[src/rtl/core/pps_pkg.sv]
// Shared types, codes and defaults for the preemptive priority scheduler.
package pps_pkg;

  localparam int ENTRIES_DEF = 16;

  typedef logic [7:0]  id_t;
  typedef logic [7:0]  prio_t;
  typedef logic [15:0] word_t;
  typedef logic [1:0]  status_t;

  // Input opcodes
  localparam logic OP_ARRIVE = 1'b0;
  localparam logic OP_TICK   = 1'b1;

  // Result status codes
  localparam status_t ST_RAN    = 2'd0;
  localparam status_t ST_IDLE   = 2'd1;
  localparam status_t ST_ACCEPT = 2'd2;
  localparam status_t ST_REJECT = 2'd3;

  // Running best-candidate record handed from cell to cell
  typedef struct packed {
    logic  sel_found;
    logic  free_found;
    id_t   id;
    prio_t prio;
    word_t burst;
    word_t arrival;
    word_t remaining;
    word_t start;
    logic  started;
  } tok_t;

  // Update broadcast from the controller to the addressed cell
  typedef struct packed {
    logic  alloc;
    logic  run;
    logic  fin;
    id_t   id;
    prio_t prio;
    word_t burst;
    word_t arrival;
    word_t remaining;
    word_t start;
  } upd_t;

endpackage

[src/rtl/core/pps_intf.sv]
// Handshake channel interfaces: job input, result output and configuration write.
interface pps_in_if;
  logic               valid;
  logic               ready;
  logic               opcode;
  pps_pkg::id_t       job_id;
  pps_pkg::prio_t     job_priority;
  pps_pkg::word_t     job_burst;
  modport source (output valid, opcode, job_id, job_priority, job_burst, input ready);
  modport sink   (input valid, opcode, job_id, job_priority, job_burst, output ready);
endinterface

interface pps_out_if;
  logic               valid;
  logic               ready;
  pps_pkg::status_t   status;
  pps_pkg::id_t       run_id;
  logic               finished;
  pps_pkg::word_t     turnaround;
  pps_pkg::word_t     waiting;
  pps_pkg::word_t     response;
  modport source (output valid, status, run_id, finished, turnaround, waiting, response,
                  input ready);
  modport sink   (input valid, status, run_id, finished, turnaround, waiting, response,
                  output ready);
endinterface

interface pps_cfg_if;
  logic valid;
  logic ready;
  logic larger_wins;
  modport source (output valid, larger_wins, input ready);
  modport sink   (input valid, larger_wins, output ready);
endinterface

[src/rtl/core/pps_cell.sv]
// One job slot: holds its entry and merges it into the candidate record passing by.
module pps_cell #(
  parameter int ENTRIES  = pps_pkg::ENTRIES_DEF,
  parameter int CELL_IDX = 0,
  localparam int IDX_W   = $clog2(ENTRIES)
) (
  input  logic                 clk,
  input  logic                 rst_n,
  input  logic                 larger_wins,
  input  pps_pkg::tok_t        tok_in,
  input  logic [IDX_W-1:0]     sel_idx_in,
  input  logic [IDX_W-1:0]     free_idx_in,
  output pps_pkg::tok_t        tok_out,
  output logic [IDX_W-1:0]     sel_idx_out,
  output logic [IDX_W-1:0]     free_idx_out,
  input  pps_pkg::upd_t        upd,
  input  logic [IDX_W-1:0]     upd_idx
);

  localparam logic [IDX_W-1:0] MY_IDX = IDX_W'(CELL_IDX);

  // Entry storage
  logic           valid_r;
  pps_pkg::id_t   id_r;
  pps_pkg::prio_t prio_r;
  pps_pkg::word_t burst_r;
  pps_pkg::word_t arrival_r;
  pps_pkg::word_t remaining_r;
  pps_pkg::word_t start_r;
  logic           started_r;

  // Chain registers
  pps_pkg::tok_t    tok_r, tok_nxt;
  logic [IDX_W-1:0] sel_idx_r, sel_idx_nxt;
  logic [IDX_W-1:0] free_idx_r, free_idx_nxt;

  logic [39:0] key_mine, key_in;
  logic        mine_beats;
  logic        hit;

  // Lexicographic ranking: priority, then original burst, then arrival
  assign key_mine   = {prio_r, burst_r, arrival_r};
  assign key_in     = {tok_in.prio, tok_in.burst, tok_in.arrival};
  assign mine_beats = larger_wins ? (key_mine > key_in) : (key_mine < key_in);

  // Merge own entry into the passing record; ties keep the lower slot
  always_comb begin
    tok_nxt      = tok_in;
    sel_idx_nxt  = sel_idx_in;
    free_idx_nxt = free_idx_in;
    if (valid_r && (!tok_in.sel_found || mine_beats)) begin
      tok_nxt.sel_found = 1'b1;
      tok_nxt.id        = id_r;
      tok_nxt.prio      = prio_r;
      tok_nxt.burst     = burst_r;
      tok_nxt.arrival   = arrival_r;
      tok_nxt.remaining = remaining_r;
      tok_nxt.start     = start_r;
      tok_nxt.started   = started_r;
      sel_idx_nxt       = MY_IDX;
    end
    if (!tok_in.free_found && !valid_r) begin
      tok_nxt.free_found = 1'b1;
      free_idx_nxt       = MY_IDX;
    end
  end

  always_ff @(posedge clk) begin
    if (!rst_n) begin
      tok_r <= '0;
    end else begin
      tok_r <= tok_nxt;
    end
    sel_idx_r  <= sel_idx_nxt;
    free_idx_r <= free_idx_nxt;
  end

  assign tok_out      = tok_r;
  assign sel_idx_out  = sel_idx_r;
  assign free_idx_out = free_idx_r;

  // Entry update from the controller
  assign hit = (upd_idx == MY_IDX);

  always_ff @(posedge clk) begin
    if (!rst_n) begin
      valid_r <= 1'b0;
    end else if (hit && upd.alloc) begin
      valid_r <= 1'b1;
    end else if (hit && upd.run && upd.fin) begin
      valid_r <= 1'b0;
    end
  end

  always_ff @(posedge clk) begin
    if (hit && upd.alloc) begin
      id_r        <= upd.id;
      prio_r      <= upd.prio;
      burst_r     <= upd.burst;
      arrival_r   <= upd.arrival;
      remaining_r <= upd.burst;
      start_r     <= '0;
      started_r   <= 1'b0;
    end else if (hit && upd.run) begin
      remaining_r <= upd.remaining;
      start_r     <= upd.start;
      started_r   <= 1'b1;
    end
  end

endmodule

[src/rtl/core/pps_ctrl.sv]
// Sequencer: takes beats, waits out the selection wave, updates the table and issues results.
module pps_ctrl #(
  parameter int ENTRIES = pps_pkg::ENTRIES_DEF,
  localparam int IDX_W  = $clog2(ENTRIES),
  localparam int CNT_W  = $clog2(ENTRIES + 1)
) (
  input  logic             clk,
  input  logic             rst_n,
  pps_in_if.sink           in_if,
  pps_out_if.source        out_if,
  pps_cfg_if.sink          cfg_if,
  input  pps_pkg::tok_t    tok_last,
  input  logic [IDX_W-1:0] sel_idx_last,
  input  logic [IDX_W-1:0] free_idx_last,
  output logic             larger_wins,
  output pps_pkg::upd_t    upd,
  output logic [IDX_W-1:0] upd_idx
);

  typedef enum logic [1:0] {
    S_IDLE = 2'b01,
    S_SCAN = 2'b10
  } state_t;

  state_t           state_r, state_nxt;
  logic [CNT_W-1:0] cnt_r, cnt_nxt;
  pps_pkg::word_t   time_r, time_nxt;
  logic             larger_wins_r;

  // Latched input beat
  logic           op_r;
  pps_pkg::id_t   id_r;
  pps_pkg::prio_t prio_r;
  pps_pkg::word_t burst_r;

  // Result register
  logic             out_valid_r, out_valid_nxt;
  pps_pkg::status_t status_r, status_nxt;
  pps_pkg::id_t     run_id_r, run_id_nxt;
  logic             fin_r, fin_nxt;
  pps_pkg::word_t   tat_r, tat_nxt;
  pps_pkg::word_t   wait_r, wait_nxt;
  pps_pkg::word_t   resp_r, resp_nxt;

  logic           in_take, apply;
  pps_pkg::word_t rem_dec, start_v, done_t, tat, wt, resp;

  assign in_if.ready  = (state_r == S_IDLE);
  assign in_take      = in_if.valid && in_if.ready;
  assign cfg_if.ready = 1'b1;
  assign larger_wins  = larger_wins_r;

  // Result of the wave is final once the counter reaches the row length
  assign apply = (state_r == S_SCAN) && (cnt_r == CNT_W'(ENTRIES))
                 && (!out_valid_r || out_if.ready);

  // Service arithmetic for the selected job
  assign rem_dec = (tok_last.remaining != '0) ? tok_last.remaining - 16'd1 : '0;
  assign start_v = tok_last.started ? tok_last.start : time_r;
  assign done_t  = time_r + 16'd1;
  assign tat     = done_t - tok_last.arrival;
  assign wt      = tat - tok_last.burst;
  assign resp    = start_v - tok_last.arrival;

  always_comb begin
    state_nxt     = state_r;
    cnt_nxt       = cnt_r;
    time_nxt      = time_r;
    upd           = '0;
    upd_idx       = '0;
    out_valid_nxt = out_valid_r;
    status_nxt    = status_r;
    run_id_nxt    = run_id_r;
    fin_nxt       = fin_r;
    tat_nxt       = tat_r;
    wait_nxt      = wait_r;
    resp_nxt      = resp_r;

    if (out_valid_r && out_if.ready) begin
      out_valid_nxt = 1'b0;
    end

    case (state_r)
      S_IDLE: begin
        if (in_take) begin
          state_nxt = S_SCAN;
          cnt_nxt   = '0;
        end
      end
      S_SCAN: begin
        if (cnt_r != CNT_W'(ENTRIES)) begin
          cnt_nxt = cnt_r + 1'b1;
        end
        if (apply) begin
          state_nxt     = S_IDLE;
          out_valid_nxt = 1'b1;
          fin_nxt       = 1'b0;
          tat_nxt       = '0;
          wait_nxt      = '0;
          resp_nxt      = '0;
          if (op_r == pps_pkg::OP_ARRIVE) begin
            run_id_nxt = id_r;
            if (tok_last.free_found) begin
              status_nxt    = pps_pkg::ST_ACCEPT;
              upd.alloc     = 1'b1;
              upd.id        = id_r;
              upd.prio      = prio_r;
              upd.burst     = burst_r;
              upd.arrival   = time_r;
              upd_idx       = free_idx_last;
            end else begin
              status_nxt = pps_pkg::ST_REJECT;
            end
          end else begin
            time_nxt = done_t;
            if (tok_last.sel_found) begin
              status_nxt    = pps_pkg::ST_RAN;
              run_id_nxt    = tok_last.id;
              upd.run       = 1'b1;
              upd.remaining = rem_dec;
              upd.start     = start_v;
              upd.fin       = (rem_dec == '0);
              upd_idx       = sel_idx_last;
              if (rem_dec == '0) begin
                fin_nxt  = 1'b1;
                tat_nxt  = tat;
                wait_nxt = wt;
                resp_nxt = resp;
              end
            end else begin
              status_nxt = pps_pkg::ST_IDLE;
              run_id_nxt = '0;
            end
          end
        end
      end
      default: begin
        state_nxt = S_IDLE;
      end
    endcase
  end

  always_ff @(posedge clk) begin
    if (!rst_n) begin
      state_r       <= S_IDLE;
      cnt_r         <= '0;
      time_r        <= '0;
      out_valid_r   <= 1'b0;
      larger_wins_r <= 1'b1;
    end else begin
      state_r     <= state_nxt;
      cnt_r       <= cnt_nxt;
      time_r      <= time_nxt;
      out_valid_r <= out_valid_nxt;
      if (cfg_if.valid && cfg_if.ready) begin
        larger_wins_r <= cfg_if.larger_wins;
      end
    end
  end

  // Payload registers
  always_ff @(posedge clk) begin
    if (in_take) begin
      op_r    <= in_if.opcode;
      id_r    <= in_if.job_id;
      prio_r  <= in_if.job_priority;
      burst_r <= in_if.job_burst;
    end
    status_r <= status_nxt;
    run_id_r <= run_id_nxt;
    fin_r    <= fin_nxt;
    tat_r    <= tat_nxt;
    wait_r   <= wait_nxt;
    resp_r   <= resp_nxt;
  end

  assign out_if.valid      = out_valid_r;
  assign out_if.status     = status_r;
  assign out_if.run_id     = run_id_r;
  assign out_if.finished   = fin_r;
  assign out_if.turnaround = tat_r;
  assign out_if.waiting    = wait_r;
  assign out_if.response   = resp_r;

endmodule

[src/rtl/core/preemptive_priority_scheduler_top.sv]
// Top level of the preemptive priority scheduler: row of job cells plus sequencer.
//
// Each input beat (job arrival or time tick) is taken while the sequencer is idle; then the
// best-candidate record and the lowest free slot ripple one cell per cycle down the row of
// job cells, after which the table is updated and the result is loaded into the output
// register. The next beat is taken while a result still waits there; a result that is not
// taken holds the following beat's table update until it is. Jobs rank by priority, then
// original burst, then arrival time, larger winning unless the configuration bit is
// cleared; full ties go to the lowest slot.
module preemptive_priority_scheduler_top #(
  parameter int ENTRIES = pps_pkg::ENTRIES_DEF
) (
  input  logic      clk,
  input  logic      rst_n,
  pps_in_if.sink    in_if,
  pps_out_if.source out_if,
  pps_cfg_if.sink   cfg_if
);

  localparam int IDX_W = $clog2(ENTRIES);

  logic             larger_wins;
  pps_pkg::upd_t    upd;
  logic [IDX_W-1:0] upd_idx;

  pps_pkg::tok_t    tok     [ENTRIES];
  logic [IDX_W-1:0] sel_idx [ENTRIES];
  logic [IDX_W-1:0] free_idx[ENTRIES];

  // Row of cells; the head sees an empty record
  for (genvar k = 0; k < ENTRIES; k++) begin : g_cell
    pps_pkg::tok_t    tok_in;
    logic [IDX_W-1:0] sel_in;
    logic [IDX_W-1:0] free_in;

    if (k == 0) begin : g_head
      assign tok_in  = '0;
      assign sel_in  = '0;
      assign free_in = '0;
    end else begin : g_link
      assign tok_in  = tok[k-1];
      assign sel_in  = sel_idx[k-1];
      assign free_in = free_idx[k-1];
    end

    pps_cell #(
      .ENTRIES  (ENTRIES),
      .CELL_IDX (k)
    ) u_cell (
      .clk          (clk),
      .rst_n        (rst_n),
      .larger_wins  (larger_wins),
      .tok_in       (tok_in),
      .sel_idx_in   (sel_in),
      .free_idx_in  (free_in),
      .tok_out      (tok[k]),
      .sel_idx_out  (sel_idx[k]),
      .free_idx_out (free_idx[k]),
      .upd          (upd),
      .upd_idx      (upd_idx)
    );
  end

  // Sequencer reads the tail of the row
  pps_ctrl #(
    .ENTRIES (ENTRIES)
  ) u_ctrl (
    .clk           (clk),
    .rst_n         (rst_n),
    .in_if         (in_if),
    .out_if        (out_if),
    .cfg_if        (cfg_if),
    .tok_last      (tok[ENTRIES-1]),
    .sel_idx_last  (sel_idx[ENTRIES-1]),
    .free_idx_last (free_idx[ENTRIES-1]),
    .larger_wins   (larger_wins),
    .upd           (upd),
    .upd_idx       (upd_idx)
  );

endmodule

[src/flat_wrapper.sv]
// flat-port wrapper written by rule: the top's interface ports become plain ports
module preemptive_priority_scheduler_top_flat 
#(
  parameter int ENTRIES = pps_pkg::ENTRIES_DEF
)
  (clk, rst_n, in_if_valid, in_if_opcode, in_if_job_id, in_if_job_priority, in_if_job_burst, in_if_ready, out_if_valid, out_if_status, out_if_run_id, out_if_finished, out_if_turnaround, out_if_waiting, out_if_response, out_if_ready, cfg_if_valid, cfg_if_larger_wins, cfg_if_ready);
  pps_in_if in_if_i ();
  pps_out_if out_if_i ();
  pps_cfg_if cfg_if_i ();
  input  logic clk;
  input  logic rst_n;
  input wire logic [$bits(in_if_i.valid)-1:0] in_if_valid;
  input wire logic [$bits(in_if_i.opcode)-1:0] in_if_opcode;
  input wire logic [$bits(in_if_i.job_id)-1:0] in_if_job_id;
  input wire logic [$bits(in_if_i.job_priority)-1:0] in_if_job_priority;
  input wire logic [$bits(in_if_i.job_burst)-1:0] in_if_job_burst;
  output wire logic [$bits(in_if_i.ready)-1:0] in_if_ready;
  output wire logic [$bits(out_if_i.valid)-1:0] out_if_valid;
  output wire logic [$bits(out_if_i.status)-1:0] out_if_status;
  output wire logic [$bits(out_if_i.run_id)-1:0] out_if_run_id;
  output wire logic [$bits(out_if_i.finished)-1:0] out_if_finished;
  output wire logic [$bits(out_if_i.turnaround)-1:0] out_if_turnaround;
  output wire logic [$bits(out_if_i.waiting)-1:0] out_if_waiting;
  output wire logic [$bits(out_if_i.response)-1:0] out_if_response;
  input wire logic [$bits(out_if_i.ready)-1:0] out_if_ready;
  input wire logic [$bits(cfg_if_i.valid)-1:0] cfg_if_valid;
  input wire logic [$bits(cfg_if_i.larger_wins)-1:0] cfg_if_larger_wins;
  output wire logic [$bits(cfg_if_i.ready)-1:0] cfg_if_ready;
  assign in_if_i.valid = in_if_valid;
  assign in_if_i.opcode = in_if_opcode;
  assign in_if_i.job_id = in_if_job_id;
  assign in_if_i.job_priority = in_if_job_priority;
  assign in_if_i.job_burst = in_if_job_burst;
  assign in_if_ready = in_if_i.ready;
  assign out_if_valid = out_if_i.valid;
  assign out_if_status = out_if_i.status;
  assign out_if_run_id = out_if_i.run_id;
  assign out_if_finished = out_if_i.finished;
  assign out_if_turnaround = out_if_i.turnaround;
  assign out_if_waiting = out_if_i.waiting;
  assign out_if_response = out_if_i.response;
  assign out_if_i.ready = out_if_ready;
  assign cfg_if_i.valid = cfg_if_valid;
  assign cfg_if_i.larger_wins = cfg_if_larger_wins;
  assign cfg_if_ready = cfg_if_i.ready;
  preemptive_priority_scheduler_top #(.ENTRIES(ENTRIES)) u_core (.clk(clk), .rst_n(rst_n), .in_if(in_if_i), .out_if(out_if_i), .cfg_if(cfg_if_i));
endmodule
[config.mk]
export PLATFORM = sky130hd
export DESIGN_NAME = preemptive_priority_scheduler_top_flat
export DESIGN_NICKNAME = d
export VERILOG_FILES = /design/src/rtl/core/pps_pkg.sv /design/src/rtl/core/pps_intf.sv /design/src/rtl/core/pps_cell.sv /design/src/rtl/core/pps_ctrl.sv /design/src/rtl/core/preemptive_priority_scheduler_top.sv /design/src/flat_wrapper.sv
export SDC_FILE = /design/constraint.sdc
export NUM_CORES = 2
export LEC_CHECK = 0
export BUFFER_PORTS_ARGS = -buffer_cell sky130_fd_sc_hd__buf_2
export CAP_MARGIN = 20
export CORE_AREA = 2 2 470 472
export CTS_CLUSTER_DIAMETER = 150
export CTS_CLUSTER_SIZE = 8
export DETAILED_ROUTE_END_ITERATION = 16
export DIE_AREA = 0 0 472 474
export GPL_ROUTABILITY_DRIVEN = 0
export PLACE_DENSITY_LB_ADDON = 0.2
export SYNTH_ARGS = -nofsm -noshare
export SYNTH_HDL_FRONTEND = slang
export SYNTH_HIERARCHICAL = 1
export SYNTH_SLANG_ARGS = --single-unit
[constraint.sdc]
create_clock -name clk -period 5.35 [get_ports clk]
set_input_delay 0.535 -clock clk [delete_from_list [all_inputs] [get_ports clk]]
set_output_delay 0.535 -clock clk [all_outputs]
set_load 0.05 [all_outputs]
==> out/results.ini <==
[sta]
rsz0062_at_grt=false
tightest_slew_ns=1.29
relSlewSlack=0.143
timing.final.crit_share=0.927
min_period_ns=4.96
slew_violations=0
setup-violations-final=0
hold_violations=0
max_freq_mhz=202
skew_ns=0.0607
fin_setup_tns_ns=0

[critical_path]
crit_arrival_ns=5.51
endpoint_kind=register
worst-setup-path-type=register to register
cp_common_cell=nand2_1
worstPathMaxFanout=23
critPathSlowestCell=nand2_1
slowest_delay_ns=0.78
start_kind=register
crit_required_ns=5.90
crit_chain=and2_1 -> nand2_1 -> inv_1 -> a22o_1 -> nor4bb_1 -> nand2_1 -> nand2_1

[grt]
grt_antenna_before_repair=10
grtUsageTotal=0.266
grt_overflow=0
grt_pass1_wl_um=474000
first_global_vias=88400
grt_max_degree=203

[place]
dpl.cell_count=15000
place_hpwl_um=202000
portBuffers=99

[clock_network]
htreeDepth=5
cts_hold_repair.buffers=36
cts_buffers=409
tritoncts=built
cts.sinks=2877
cts.path.max_buffers=4
clock_tree.root_cell=clkbuf_16
clkTransAtPathRegs_ns=0.05
insertion_delay_ns=0.97
cts_resized=0
post_cts_buffers=0

[floorplanning]
die_height_um=474
io_pins=101
rows=172
die_w_um=472
start_util=0.566
core_area_um2=219000
die_area_um2=224000

[detailed_routing]
wire_per_inst_um=19.1
ant_nets=0
drc_errors=0
initialDrtViolationCount=6953
finalWirelength_um=301000
vias=86700
first_pass_iters=13
viasPerCell=5.52

[pwr]
p_leak_nw=50.3
ir_worst_vdd_uv=290
powerDensity_nw_per_um2=338

[synthesis]
synth-warning-count=6
synth_area_um2=124000
syn_area_per_cell_um2=10.1
netlist_instances=12300

[finish]
layout-drive-gt1-share=0.0696
nNetsFinal=13300
syn_to_final_growth_pct=12.7
final_cells=15700
fin_util=0.638

[job]
cap_violations=0

[min_path]
holdCritPathClass=input pin to register

[outcome]
status=finished, final reports clean

[layout make-up]
cell class / count / area, um2
Antenna cell: 4 / 10.0
Clock buffer: 684 / 11400
Clock inverter: 10 / 154
Fill cell: 16900 / 79200
Inverter: 738 / 2780
Multi-Input combinational cell: 8194 / 49900
Sequential cell: 2877 / 68800
Tap cell: 2871 / 3590
Timing Repair Buffer: 336 / 2850
[worst max-delay path, delay by kind of cell, from the launching register on]
kind | cells | cell delay (ns)
compound gates | 1 | 0.57
flops | 1 | 0.40
simple gates | 5 | 3.10
buf+inv | 1 | 0.46
[state kept, by name, summed over array words and instances, names as in the netlist, 5 cells and up]
signal / count
u_core/u_ctrl/out_if.run_id: 8
u_core/g_cell.u_cell/sel_idx_out: 64
u_core/u_ctrl/time_r: 16
u_core/u_ctrl/burst_r: 16
u_core/u_ctrl/out_if.turnaround: 16
u_core/u_ctrl/id_r: 8
u_core/g_cell.u_cell/remaining_r: 256
u_core/g_cell.u_cell/started_r: 16
u_core/u_ctrl/prio_r: 8
u_core/g_cell.u_cell/valid_r: 16
u_core/g_cell.u_cell/free_idx_out: 64
u_core/g_cell.u_cell/start_r: 256
u_core/g_cell.u_cell/tok_out: 1320
u_core/g_cell.u_cell/arrival_r: 256
u_core/g_cell.u_cell/prio_r: 128
u_core/g_cell.u_cell/burst_r: 256
u_core/u_ctrl/out_if.response: 16
u_core/u_ctrl/out_if.waiting: 16
u_core/u_ctrl/cnt_r: 5
u_core/g_cell.u_cell/id_r: 128
[final timing paths]
check                                                                    startpoint                                                  end  slack [ns]  cells past startpoint
worst max-delay path                                   u_core/u_ctrl/op_r$_DFFE_PP_    u_core/g_cell[10].u_cell/remaining_r[6]$_DFFE_PP_        0.39                      7
worst min-delay path                                                    in_if_valid                  u_core/u_ctrl/cnt_r[4]$_SDFFE_PN0P_        0.10                      4
worst max register to register                         u_core/u_ctrl/op_r$_DFFE_PP_    u_core/g_cell[10].u_cell/remaining_r[6]$_DFFE_PP_        0.39                      7
worst min register to register  u_core/g_cell[10].u_cell/free_idx_out[1]$_SDFF_PP1_  u_core/g_cell[11].u_cell/free_idx_out[1]$_SDFF_PP1_        0.37                      1
[power by group]
group          switching, W  leakage [nW]  total (W)  internal (W)
Combinational      0.000608          22.5   0.000925      0.000317
Sequential        0.0000744          22.4     0.0229        0.0228
Clock               0.00909          5.48     0.0233        0.0142
Total               0.00977          50.3     0.0471        0.0373
[cells in the final DEF, fill, tap and decap left out, drive strengths merged, types with 17 or more instances in the layout]
| cell | instances |
|---|---|
| nand2 | 4025 |
| dfxtp | 1761 |
| mux2i | 1309 |
| edfxtp | 1116 |
| inv | 733 |
| ha | 689 |
| clkbuf | 684 |
| a21oi | 500 |
| buf | 300 |
| nor2 | 230 |
| o21ai | 138 |
| conb | 137 |
| nand4 | 136 |
| a21o | 121 |
| nor2b | 106 |
| nand3 | 105 |
| and2 | 77 |
| a211oi | 69 |
| or2 | 68 |
| nor3 | 60 |
| a21boi | 44 |
| xnor2 | 44 |
| o21a | 42 |
| and3 | 37 |
| dlygate4sd3 | 36 |
| nand2b | 31 |
| or3 | 26 |
| xor2 | 25 |
| and4 | 18 |
| or4 | 17 |
[metrics by stage]
step	hold WS (ns)	area [um2]	setup WS (ns)	total power, W
CTS	0.0349	139000	0.562	0.0474
global placement	0.398	127000	0.731	0.0242
global route	0.0913	139000	0.0913	0.0485
floorplan	0.393	124000	0.166	0.0240
detailed placement	0.397	128000	0.594	0.0242
finish	0.101	139000	0.388	0.0471
[metal layers]
layer / up-vias / GRT usage / share of wire
met1: 42100 / 0.333 / 0.42
li1: 41500 / - / -
met4: 6 / 0.0889 / 0.030
met3: 686 / 0.0391 / 0.056
met2: 2487 / 0.470 / 0.50
met5: - / 0 / 0.00016
Note: power is estimated with default switching activity, not from simulation.
